### src/hw/rtl/cfd_pkg.sv
package cfd_pkg;

  // Frame buffer size in bytes; the store keeps one byte less than this.
  localparam int BUFFER_BYTES = 64;
  localparam int STORE_DEPTH  = BUFFER_BYTES - 1;
  localparam int FILL_W       = $clog2(BUFFER_BYTES);
  localparam int ADDR_W       = (STORE_DEPTH > 1) ? $clog2(STORE_DEPTH) : 1;

  localparam int BYTE_W       = 8;
  localparam int LEN_W        = 6;
  localparam int CFG_DATA_W   = 64;
  localparam int CFG_IDX_W    = 3;
  localparam int MASK_WORDS   = 4;

  localparam logic [BYTE_W-1:0] START_RESET = 8'h02;
  localparam logic [BYTE_W-1:0] STOP_RESET  = 8'h03;

  // Configuration register indexes.
  typedef enum logic [CFG_IDX_W-1:0] {
    REG_START_BYTE = 3'd0,
    REG_STOP_BYTE  = 3'd1,
    REG_MASK_Q0    = 3'd2,
    REG_MASK_Q1    = 3'd3,
    REG_MASK_Q2    = 3'd4,
    REG_MASK_Q3    = 3'd5
  } cfg_reg_t;

  // Commands from the controller to the datapath.
  typedef struct packed {
    logic store_first;  // write the command byte at entry zero, fill count to one
    logic store_next;   // append the byte at the fill count
    logic load_first;   // fetch entry zero into the output register
    logic load_next;    // fetch the following entry into the output register
  } cmd_t;

  // Status from the datapath to the controller.
  typedef struct packed {
    logic start_hit;    // received byte equals the start byte
    logic stop_hit;     // received byte equals the stop byte
    logic cmd_ok;       // received byte has its valid mask bit set
    logic store_full;   // store already holds its capacity
    logic at_last;      // output register holds the final byte of the frame
  } sts_t;

endpackage

### src/hw/rtl/cfd_ctrl.sv
module cfd_ctrl (
  input  logic          clk,
  input  logic          rst_n,
  input  logic          in_valid,
  output logic          in_ready,
  output logic          out_valid,
  input  logic          out_ready,
  input  cfd_pkg::sts_t sts,
  output cfd_pkg::cmd_t cmd
);
  import cfd_pkg::*;

  typedef enum logic [1:0] {
    ST_IDLE,
    ST_AFTER_START,
    ST_COLLECT,
    ST_REPLAY
  } state_t;

  state_t state_r;
  state_t state_nxt;
  logic   in_fire;
  logic   out_fire;

  assign in_ready  = (state_r != ST_REPLAY);
  assign out_valid = (state_r == ST_REPLAY);
  assign in_fire   = in_valid & in_ready;
  assign out_fire  = out_valid & out_ready;

  always_comb begin
    state_nxt = state_r;
    cmd       = '0;
    case (state_r)
      ST_IDLE: begin
        if (in_fire && sts.start_hit) begin
          state_nxt = ST_AFTER_START;
        end
      end
      ST_AFTER_START: begin
        if (in_fire) begin
          if (sts.cmd_ok) begin
            cmd.store_first = 1'b1;
            state_nxt       = ST_COLLECT;
          end else begin
            state_nxt = ST_IDLE;
          end
        end
      end
      ST_COLLECT: begin
        // Stop takes priority over start when both are the same value.
        if (in_fire) begin
          if (sts.stop_hit) begin
            cmd.load_first = 1'b1;
            state_nxt      = ST_REPLAY;
          end else if (sts.start_hit) begin
            state_nxt = ST_AFTER_START;
          end else if (!sts.store_full) begin
            cmd.store_next = 1'b1;
          end else begin
            state_nxt = ST_IDLE;
          end
        end
      end
      ST_REPLAY: begin
        if (out_fire) begin
          if (sts.at_last) begin
            state_nxt = ST_IDLE;
          end else begin
            cmd.load_next = 1'b1;
          end
        end
      end
      default: begin
        state_nxt = ST_IDLE;
      end
    endcase
  end

  always_ff @(posedge clk) begin
    if (!rst_n) begin
      state_r <= ST_IDLE;
    end else begin
      state_r <= state_nxt;
    end
  end

endmodule

### src/hw/rtl/cfd_datapath.sv
module cfd_datapath (
  input  logic                               clk,
  input  logic                               rst_n,
  input  logic                               cfg_we,
  input  logic [cfd_pkg::CFG_IDX_W-1:0]      cfg_index,
  input  logic [cfd_pkg::CFG_DATA_W-1:0]     cfg_data,
  input  logic [cfd_pkg::BYTE_W-1:0]         in_rx_byte,
  input  cfd_pkg::cmd_t                      cmd,
  output cfd_pkg::sts_t                      sts,
  output logic [cfd_pkg::BYTE_W-1:0]         out_frame_byte,
  output logic [cfd_pkg::LEN_W-1:0]          out_frame_length,
  output logic                               out_last_byte
);
  import cfd_pkg::*;

  logic [BYTE_W-1:0]                    start_byte_r;
  logic [BYTE_W-1:0]                    stop_byte_r;
  logic [MASK_WORDS-1:0][CFG_DATA_W-1:0] mask_r;
  logic [FILL_W-1:0]                    fill_count_r;
  logic [ADDR_W-1:0]                    rd_ptr_r;
  logic [ADDR_W-1:0]                    rd_addr;
  logic [BYTE_W-1:0]                    rd_data_r;
  logic [BYTE_W-1:0]                    store_mem [STORE_DEPTH];

  // Configuration registers.
  always_ff @(posedge clk) begin
    if (!rst_n) begin
      start_byte_r <= START_RESET;
      stop_byte_r  <= STOP_RESET;
      mask_r       <= '0;
    end else if (cfg_we) begin
      case (cfg_reg_t'(cfg_index))
        REG_START_BYTE: start_byte_r <= cfg_data[BYTE_W-1:0];
        REG_STOP_BYTE:  stop_byte_r  <= cfg_data[BYTE_W-1:0];
        REG_MASK_Q0:    mask_r[0]    <= cfg_data;
        REG_MASK_Q1:    mask_r[1]    <= cfg_data;
        REG_MASK_Q2:    mask_r[2]    <= cfg_data;
        REG_MASK_Q3:    mask_r[3]    <= cfg_data;
        default: ;
      endcase
    end
  end

  assign sts.start_hit  = (in_rx_byte == start_byte_r);
  assign sts.stop_hit   = (in_rx_byte == stop_byte_r);
  assign sts.cmd_ok     = mask_r[in_rx_byte[7:6]][in_rx_byte[5:0]];
  assign sts.store_full = (fill_count_r == FILL_W'(STORE_DEPTH));
  assign sts.at_last    = ((FILL_W'(rd_ptr_r) + FILL_W'(1)) == fill_count_r);

  // Fill count and replay pointer.
  assign rd_addr = cmd.load_first ? '0 : (rd_ptr_r + ADDR_W'(1));

  always_ff @(posedge clk) begin
    if (!rst_n) begin
      fill_count_r <= '0;
      rd_ptr_r     <= '0;
    end else begin
      if (cmd.store_first) begin
        fill_count_r <= FILL_W'(1);
      end else if (cmd.store_next) begin
        fill_count_r <= fill_count_r + FILL_W'(1);
      end
      if (cmd.load_first || cmd.load_next) begin
        rd_ptr_r <= rd_addr;
      end
    end
  end

  // Frame store: one write port, one registered read port.
  always_ff @(posedge clk) begin
    if (cmd.store_first) begin
      store_mem[0] <= in_rx_byte;
    end else if (cmd.store_next) begin
      store_mem[fill_count_r[ADDR_W-1:0]] <= in_rx_byte;
    end
  end

  always_ff @(posedge clk) begin
    if (cmd.load_first || cmd.load_next) begin
      rd_data_r <= store_mem[rd_addr];
    end
  end

  assign out_frame_byte   = rd_data_r;
  assign out_frame_length = LEN_W'(fill_count_r);
  assign out_last_byte    = sts.at_last;

endmodule

### src/hw/rtl/command_frame_deframer.sv
// Command frame deframer.
//
// Received bytes enter on the in_ channel (valid/ready), one request each.
// A frame opens with the start byte, continues with a command byte whose bit
// is set in the 256-bit valid mask, then carries data bytes up to the stop
// byte. On the stop byte the stored frame is replayed on the out_ channel,
// command byte first, one request per byte, each carrying the frame length
// and a last flag on the final byte.
//
// Every byte that releases nothing is taken back to back. The stop byte
// hands control to the replay: the first frame byte appears in the cycle
// after the stop byte is taken, and further bytes follow one per cycle,
// while the receiver accepts them, from the single read port of the frame
// store. While a frame is replayed in_ready is low; it rises the cycle after
// the last frame byte is taken. A stalled receiver simply holds the current
// output byte in place.
// Reset (rst_n low, synchronous) returns the parser to idle, clears the fill
// count and loads start byte 2, stop byte 3 and an all-zero valid mask. The
// frame store itself is not cleared. The user writes configuration through
// cfg_we/cfg_index/cfg_data only while idle; the block does not enforce this.
module command_frame_deframer (
  input  logic                           clk,
  input  logic                           rst_n,
  input  logic                           cfg_we,
  input  logic [cfd_pkg::CFG_IDX_W-1:0]  cfg_index,
  input  logic [cfd_pkg::CFG_DATA_W-1:0] cfg_data,
  input  logic                           in_valid,
  output logic                           in_ready,
  input  logic [cfd_pkg::BYTE_W-1:0]     in_rx_byte,
  output logic                           out_valid,
  input  logic                           out_ready,
  output logic [cfd_pkg::BYTE_W-1:0]     out_frame_byte,
  output logic [cfd_pkg::LEN_W-1:0]      out_frame_length,
  output logic                           out_last_byte
);
  import cfd_pkg::*;

  // Commands flow from the controller into the datapath; status flows back.
  cmd_t cmd;
  sts_t sts;

  cfd_ctrl u_ctrl (
    .clk       (clk),
    .rst_n     (rst_n),
    .in_valid  (in_valid),
    .in_ready  (in_ready),
    .out_valid (out_valid),
    .out_ready (out_ready),
    .sts       (sts),
    .cmd       (cmd)
  );

  // The datapath holds the configuration, the fill count, the frame store
  // and the output byte register.
  cfd_datapath u_dp (
    .clk              (clk),
    .rst_n            (rst_n),
    .cfg_we           (cfg_we),
    .cfg_index        (cfg_index),
    .cfg_data         (cfg_data),
    .in_rx_byte       (in_rx_byte),
    .cmd              (cmd),
    .sts              (sts),
    .out_frame_byte   (out_frame_byte),
    .out_frame_length (out_frame_length),
    .out_last_byte    (out_last_byte)
  );

endmodule

### config.mk
export PLATFORM = sky130hd
export DESIGN_NAME = command_frame_deframer
export DESIGN_NICKNAME = d
export VERILOG_FILES = /design/src/hw/rtl/cfd_pkg.sv /design/src/hw/rtl/cfd_ctrl.sv /design/src/hw/rtl/cfd_datapath.sv /design/src/hw/rtl/command_frame_deframer.sv
export SDC_FILE = /design/constraint.sdc
export NUM_CORES = 1
export LEC_CHECK = 0
export ABC_AREA = 1
export BUFFER_PORTS_ARGS = -buffer_cell sky130_fd_sc_hd__buf_2
export CORE_MARGIN = 5
export CORE_UTILIZATION = 40
export CTS_BUF_LIST = sky130_fd_sc_hd__clkbuf_2 sky130_fd_sc_hd__clkbuf_4 sky130_fd_sc_hd__clkbuf_8
export DETAILED_ROUTE_END_ITERATION = 8
export PLACE_DENSITY = 0.67
export SLEW_MARGIN = 30
export SYNTH_ARGS = -nofsm -noshare
export SYNTH_HDL_FRONTEND = slang
export SYNTH_SLANG_ARGS = --single-unit
export TNS_END_PERCENT = 5
### constraint.sdc
create_clock -name clk -period 3.8 [get_ports clk]
set_clock_uncertainty 0.05 [all_clocks]
set_input_delay 0.57 -clock clk [delete_from_list [all_inputs] [get_ports clk]]
set_output_delay 0.57 -clock clk [all_outputs]
set_load 0.05 [all_outputs]
==> flow_summary.yaml, run 1 <==
grt:
  grt-ovfl-total: 0
  grt_pass1_vias: 27400
  grt_usage_pct: 21.3
  grt_pass1_wl_um: 158000
  antenna_found_initial: 8
  grt_max_degree: 152
timing:
  max_slew_margin_pct: 33.0
  setup_viol: 0
  setup_tns_ns: 0
  worst_slew_pin_slew_ns: 1.01
  slew_viol_final: 0
  post-route-period-util_pct: 95.2
  fmax_mhz: 277
  setup_ws_ns: 0.184
  hold_viol: 0
  rsz0062_at_grt: "false"
  min_period_ns: 3.62
cells_and_area:
  syn2layout_area_growth_pct: 14.4
  nNetsFinal: 4205
  instances_no_fill: 5382
  fin_util_pct: 46.0
  drive_gt1_share_pct: 11.2
run_status:
  status: "complete, no violations"
synthesis:
  synth_edf_count: 512
  ys_ff_latch: 798
  ys_warn_count: 0
  synth_cell_types: 36
  synthTopCellsByArea: "edfxtp_1 43%, dfxtp_1 16%, nand3_1 9.8%"
  synthFlopType: "edfxtp_1"
  synth_area_per_cell_sq_um: 8.91
  synth.cell_area_sq_um: 35400
  ys_seq_area_share_pct: 59.6
  yosysTopAreaCell: "edfxtp_1"
  synthArstFlopShare_pct: 0
  netlist_instances: 3975
  synth_top_cell_area_share_pct: 43.4
  synth_nets: 4057
floorplan:
  die_h_um: 307
  core_sq_um: 88100
  pin_count: 97
  die_area_sq_um: 94600
  die_w_um: 307
  initial_core_util_pct: 40.2
  rows: 109
route:
  post_drt_wl_per_cell_um: 19.0
  first_pass_iters: 6
  vias: 28400
  ant_nets: 0
  drt-total-wl_um: 102000
  drt_iter0_drc: 2987
  viasPerCell: 5.28
  drc: 0
placed_design:
  place.port_buffers: 96
  finalWeightedCongestion: 0.855
  dp.cells: 5099
  place.detailed.hpwl_um: 59800
  preCtsSetupSlack_ns: -0.173
job:
  max_cap_viol_count: 0
hold_path:
  holdCritPathClass: "primary input to register"
  hold_path_depth: 3
setup_path:
  reg2reg_depth: 12
  required_ns: 3.18
  critPathArrivalTime_ns: 3.00
  critPathKind: "register to output port"
  cp_max_fo: 13
  cp-start-kind: "register"
  critPathCaptureType: "output port"
cts:
  clk_latency_ns: 0.78
  cts_buffers: 133
  htree_num_levels: 4
  cts_setup_buffers: 0
  clockBufferDepth: 3
  clk_pin_slew_ns: 0.06
  cts_tree: "done"
  root_buffer: "clkbuf_8"
  cts.sinks: 798
pwr:
  pwr-share-comb_pct: 5.3
  switching_share_pct: 23.2
  power.leakage_nw: 15.9
  p_seq_share_pct: 52.4
  ir_drop_mv: 0.468
  power.clock.fraction_pct: 42.3
  intPower_mw: 13.7
  power.switching_mw: 4.15
  powerDensity_nw_per_um2: 442
  power_mw: 17.9
==> cells by family after synthesis <==
kind of cell | share of synthesized area, %
simple gates | 27.5
flops | 59.6
buf+inv | 7.23
compound gates | 5.32
xor+xnor | 0.297
fa+ha+maj | 0.0707
==> synthesized netlist by cell type, types with 4 or more instances <==
| cell type | instances |
|---|---|
| nor2_1 | 500 |
| or2_2 | 11 |
| inv_2 | 11 |
| buf_6 | 16 |
| o211ai_1 | 5 |
| buf_1 | 56 |
| o21ai_0 | 272 |
| a21oi_1 | 85 |
| nand3_1 | 693 |
| clkbuf_1 | 127 |
| dfxtp_1 | 286 |
| buf_4 | 23 |
| edfxtp_1 | 512 |
| xor2_1 | 8 |
| xnor2_1 | 4 |
| nand2_1 | 802 |
| buf_2 | 38 |
| nand3b_1 | 155 |
| inv_1 | 336 |
| nand4_1 | 6 |
| nor3_1 | 7 |
==> sequential cells by signal, indices dropped and copies added (netlist names) <==
name and flops:
u_dp.rd_ptr_r 6, u_dp.out_frame_length 6, u_dp.start_byte_r 8, u_dp.store_mem 504, u_ctrl.state_r 2, u_dp.stop_byte_r 8, u_dp.mask_r 256, u_dp.out_frame_byte 8
==> metrics by stage <==
| stage | instance area [sq um] | hold WS [ns] |
|---|---|---|
| 2_1_floorplan | 35400 | 0.374 |
| 3_3_place_gp | 37300 | 0.381 |
| 3_5_place_dp | 37300 | 0.384 |
| 4_1_cts | 40500 | 0.00301 |
| 5_1_grt | 40500 | 0.0396 |
| 6_report | 40500 | 0.0616 |
==> critical path, stage by stage (launching register included) <==
cell        delay (ns)
dfxtp_4           0.45
ha_2              0.38
clkinvlp_4        0.21
nand2_1           0.08
a22oi_1           0.19
nand3_1           0.11
nor3_1            0.15
nand3b_1          0.19
inv_1             0.17
buf_2             0.29
==> layout make-up <==
type | count | area, sq um
timing repair buffer | 274 | 2200
multi-input combinational | 2566 | 11800
clock buffer | 181 | 2270
tap | 1165 | 1460
antenna | 5 | 12.5
fill | 8411 | 47600
clock inverter | 43 | 347
sequential | 798 | 21100
inverter | 350 | 1330
==> path summary, 6_finish.rpt <==
check	start	to	slack (ns)
setup / recovery	u_dp.rd_ptr_r[0]$_SDFFE_PN0P_	out_last_byte	0.18
hold / removal	cfg_data[60]	u_dp.mask_r[252]$_SDFFE_PN0P_	0.06
setup reg to reg	u_dp.start_byte_r[4]$_SDFFE_PN0P_	u_dp.store_mem[27][6]$_DFFE_PP_	0.30
hold reg to reg	u_dp.mask_r[80]$_SDFFE_PN0P_	u_dp.mask_r[80]$_SDFFE_PN0P_	0.39
==> routing by layer <==
| layer | global-route usage [%] | routed length, um |
|---|---|---|
| met1 | 28.0 | 42800 |
| met2 | 34.0 | 47000 |
| met3 | 5.42 | 9040 |
| met4 | 8.19 | 3580 |
| met5 | 0 | 40 |
==> repair_timing <==
item,in CTS,in global routing
hold buffers,54,0
endpoints found under the setup margin,1,1
endpoints found under the hold margin,154,0
resized for setup,1,3
==> power groups by stage <==
stage	logic (mW)	clock network, mW	registers, mW
2_1_floorplan	0.474	0	9.55
3_3_place_gp	0.879	0	9.55
3_5_place_dp	0.886	0	9.56
4_1_cts	0.935	7.70	9.38
5_1_grt	1.04	8.13	9.38
6_report	0.942	7.57	9.38
==> layout by cell type, fill, tap and decap left out, types with 3 or more instances in the layout <==
cell           Yosys  layout
nand2_1          802     802
nand3_1          693     691
edfxtp_1         512     512
nor2_1           500     497
inv_1            336     333
dfxtp_1          286     285
o21ai_0          272     272
nand3b_1         155     155
clkbuf_8           0     145
buf_4             23     110
buf_2             38      90
a21oi_1           85      85
dlygate4sd3_1      0      54
clkbuf_4           0      36
buf_12             0      18
clkinv_2           0      16
clkinv_1           3      16
or2_2             11      11
inv_2             11      10
xor2_1             8       8
clkinvlp_4         0       7
nor3_1             7       7
nand4_1            6       6
diode_2            0       5
o211ai_1           5       5
inv_6              0       4
xnor2_1            4       4
bufinv_16          0       4
nor2_2             2       3
No activity file was read; power rests on OpenSTA's default activity.
==> run 2: changes to the inputs <==
--- a/config.mk
+++ b/config.mk
@@ -12,6 +12,7 @@
 export CTS_BUF_LIST = sky130_fd_sc_hd__clkbuf_2 sky130_fd_sc_hd__clkbuf_4 sky130_fd_sc_hd__clkbuf_8
 export DETAILED_ROUTE_END_ITERATION = 8
 export PLACE_DENSITY = 0.67
+export RECOVER_POWER = 25
 export SLEW_MARGIN = 30
 export SYNTH_ARGS = -nofsm -noshare
 export SYNTH_HDL_FRONTEND = slang
==> flow_summary.yaml, run 2 (synthesis gave the netlist of run 1 again) <==
setup_path:
  cp_max_fo: 9
  rr_endpoint: "u_dp.store_mem[27][6]$_DFFE_PP_"
  cp-start-kind: "primary input"
  critPathKind: "primary input to register"
  critPathArrivalTime_ns: 4.07
  reg2reg_slack_ns: 0.28
  critPathCaptureType: "register"
  reg2reg_from: "u_dp.start_byte_r[4]$_SDFFE_PN0P_"
  reg2reg_depth: 12
  required_ns: 4.12
  crit_start: "in_rx_byte[2]"
cells_and_area:
  seq_area_sq_um: 21100
  layout_common_cells: "802 x nand2_1, 691 x nand3_1, 512 x edfxtp_1"
  reg.largest.list: "u_dp.store_mem x504, u_dp.mask_r x256"
  fin_util_pct: 45.9
  finalInstanceArea_sq_um: 40400
  multiInputGateArea_sq_um: 11800
  layout_commonest_cell: "nand2_1"
  drive_gt1_share_pct: 10.7
  nNetsFinal: 4205
  largest_reg_flops: 504
  final.fill_count: 8420
  syn2layout_area_growth_pct: 14.2
  largest_register: "u_dp.store_mem"
grt:
  grt_pass1_wl_um: 158000
  grt_pass1_vias: 27400
  grt-ovfl-total: 0
  grt_max_degree: 152
  grt_usage_pct: 21.3
  antenna_found_initial: 9
route:
  drc: 0
  wl_met3_um: 9400
  ant_nets: 0
  vias: 28500
  viasPerCell: 5.30
  routed-wl-met2_um: 47300
  drt-total-wl_um: 103000
  post_drt_wl_per_cell_um: 19.1
  wl_met1_um: 42700
  drt_iter0_drc: 3038
  first_pass_iters: 6
  top_layer: "met5"
timing:
  min_period_ns: 3.74
  max_slew_margin_pct: -91.4
  post-route-period-util_pct: 98.5
  setup_viol: 0
  hold_viol: 0
  worst_slew_pin_slew_ns: 2.87
  slew_viol_final: 360
  rsz0062_at_grt: "false"
  fmax_mhz: 267
hold_path:
  holdCritPathClass: "primary input to register"
  hold_end: "u_dp.mask_r[252]$_SDFFE_PN0P_"
  hold_path_depth: 3
  hp-start: "cfg_data[60]"
cts:
  htree_num_levels: 4
  cts_tree: "done"
  clockBufferDepth: 3
  clk_pin_slew_ns: 0.05
  cts.sinks: 798
  cts_buffers: 133
  root_buffer: "clkbuf_8"
  clk_latency_ns: 0.78
pwr:
  power.switching_mw: 4.14
  pwr-share-comb_pct: 5.2
  power.leakage_nw: 15.8
  switching_share_pct: 23.2
  power.clock.fraction_pct: 42.3
  intPower_mw: 13.7
  ir_drop_mv: 0.469
  p_seq_share_pct: 52.5
  powerDensity_nw_per_um2: 442
run_status:
  status: "finished with violations"
  violations: "capacitance limit, slew limit"
placed_design:
  place.detailed.hpwl_um: 59800
  finalWeightedCongestion: 0.855
  place.port_buffers: 96
  place_area_sq_um: 37300
floorplan:
  die_h_um: 307
  rows: 109
  die_area_sq_um: 94600
  initial_core_util_pct: 40.2
  pin_count: 97
  core_sq_um: 88100
  die_w_um: 307
job:
  max_cap_viol_count: 6
-- run 2: cell types whose count changed in the layout (fill, tap and decap cells not counted) --
| cell | previous run | this run |
|---|---|---|
| clkbuf_2 | 0 | 5 |
| clkbuf_1 | 0 | 18 |
| buf_2 | 90 | 87 |
| buf_6 | 2 | 0 |
| buf_4 | 110 | 92 |
-- run 2: repair_timing --
| action | CTS | global route |
|---|---|---|
| setup endpoints to repair | 1 | 1 |
| hold endpoints to repair | 154 | 0 |
| hold buffers | 54 | 0 |
| buffers inserted | 0 | 0 |
| gates resized for setup | 1 | 3 |
-- run 2: area by class of cell --
type | count | share of cell area [%]
antenna | 5 | 0.0310
tap | 1165 | 3.61
clock inverter | 43 | 0.857
timing repair buffer | 274 | 5.24
inverter | 350 | 3.28
multi-input combinational | 2566 | 29.2
sequential | 798 | 52.2
clock buffer | 181 | 5.61
-- run 2: power groups by stage --
stage	sequential, mW	clock (mW)	combinational (mW)
6_report	9.38	7.57	0.938
5_1_grt	9.39	8.13	1.03
4_1_cts	9.38	7.70	0.935
3_5_place_dp	9.56	0	0.886
3_3_place_gp	9.55	0	0.879
2_1_floorplan	9.55	0	0.474
-- run 2: through the flow --
stage          power (mW)  worst slack, ns  hold slack [ns]  std cells  setup TNS [ns]
4_1_cts              18.0           0.0105          0.00301       5377               0
3_3_place_gp         10.4           -0.215            0.381       5099           -9.78
3_5_place_dp         10.4           -0.173            0.384       5099           -9.38
5_1_grt              18.5          0.00678           0.0396       5380               0
2_1_floorplan        10.0            0.895            0.374       3975               0
6_report             17.9           0.0558           0.0606       5382               0
-- run 2: worst max path at each step --
stage	end	cells past startpoint
3_5_place_dp	u_dp.store_mem[27][3]$_DFFE_PP_	14
5_1_grt	out_last_byte	8
2_1_floorplan	u_dp.store_mem[8][0]$_DFFE_PP_	18
4_1_cts	out_last_byte	9
3_3_place_gp	u_dp.store_mem[27][3]$_DFFE_PP_	14
6_report	u_dp.store_mem[27][6]$_DFFE_PP_	14
-- run 2: worst max-delay path, stage by stage --
cell and delay, ns:
clkbuf_1 0.54, buf_4 0.36, nand2_1 0.08, nand4_1 0.13, nor3_1 0.09, nor2_1 0.09, nand2_1 0.07, nor2_1 0.14
nand2_1 0.11, buf_4 0.17, nor3_1 0.56, nand2_1 0.21, buf_12 0.19, nor2_1 0.74
-- run 2: per-layer routing --
metal,global-route usage [%],up-vias
met5,0,-
met4,8.19,6
met3,5.42,243
met2,34.0,1274
met1,28.0,13400
li1,-,13500
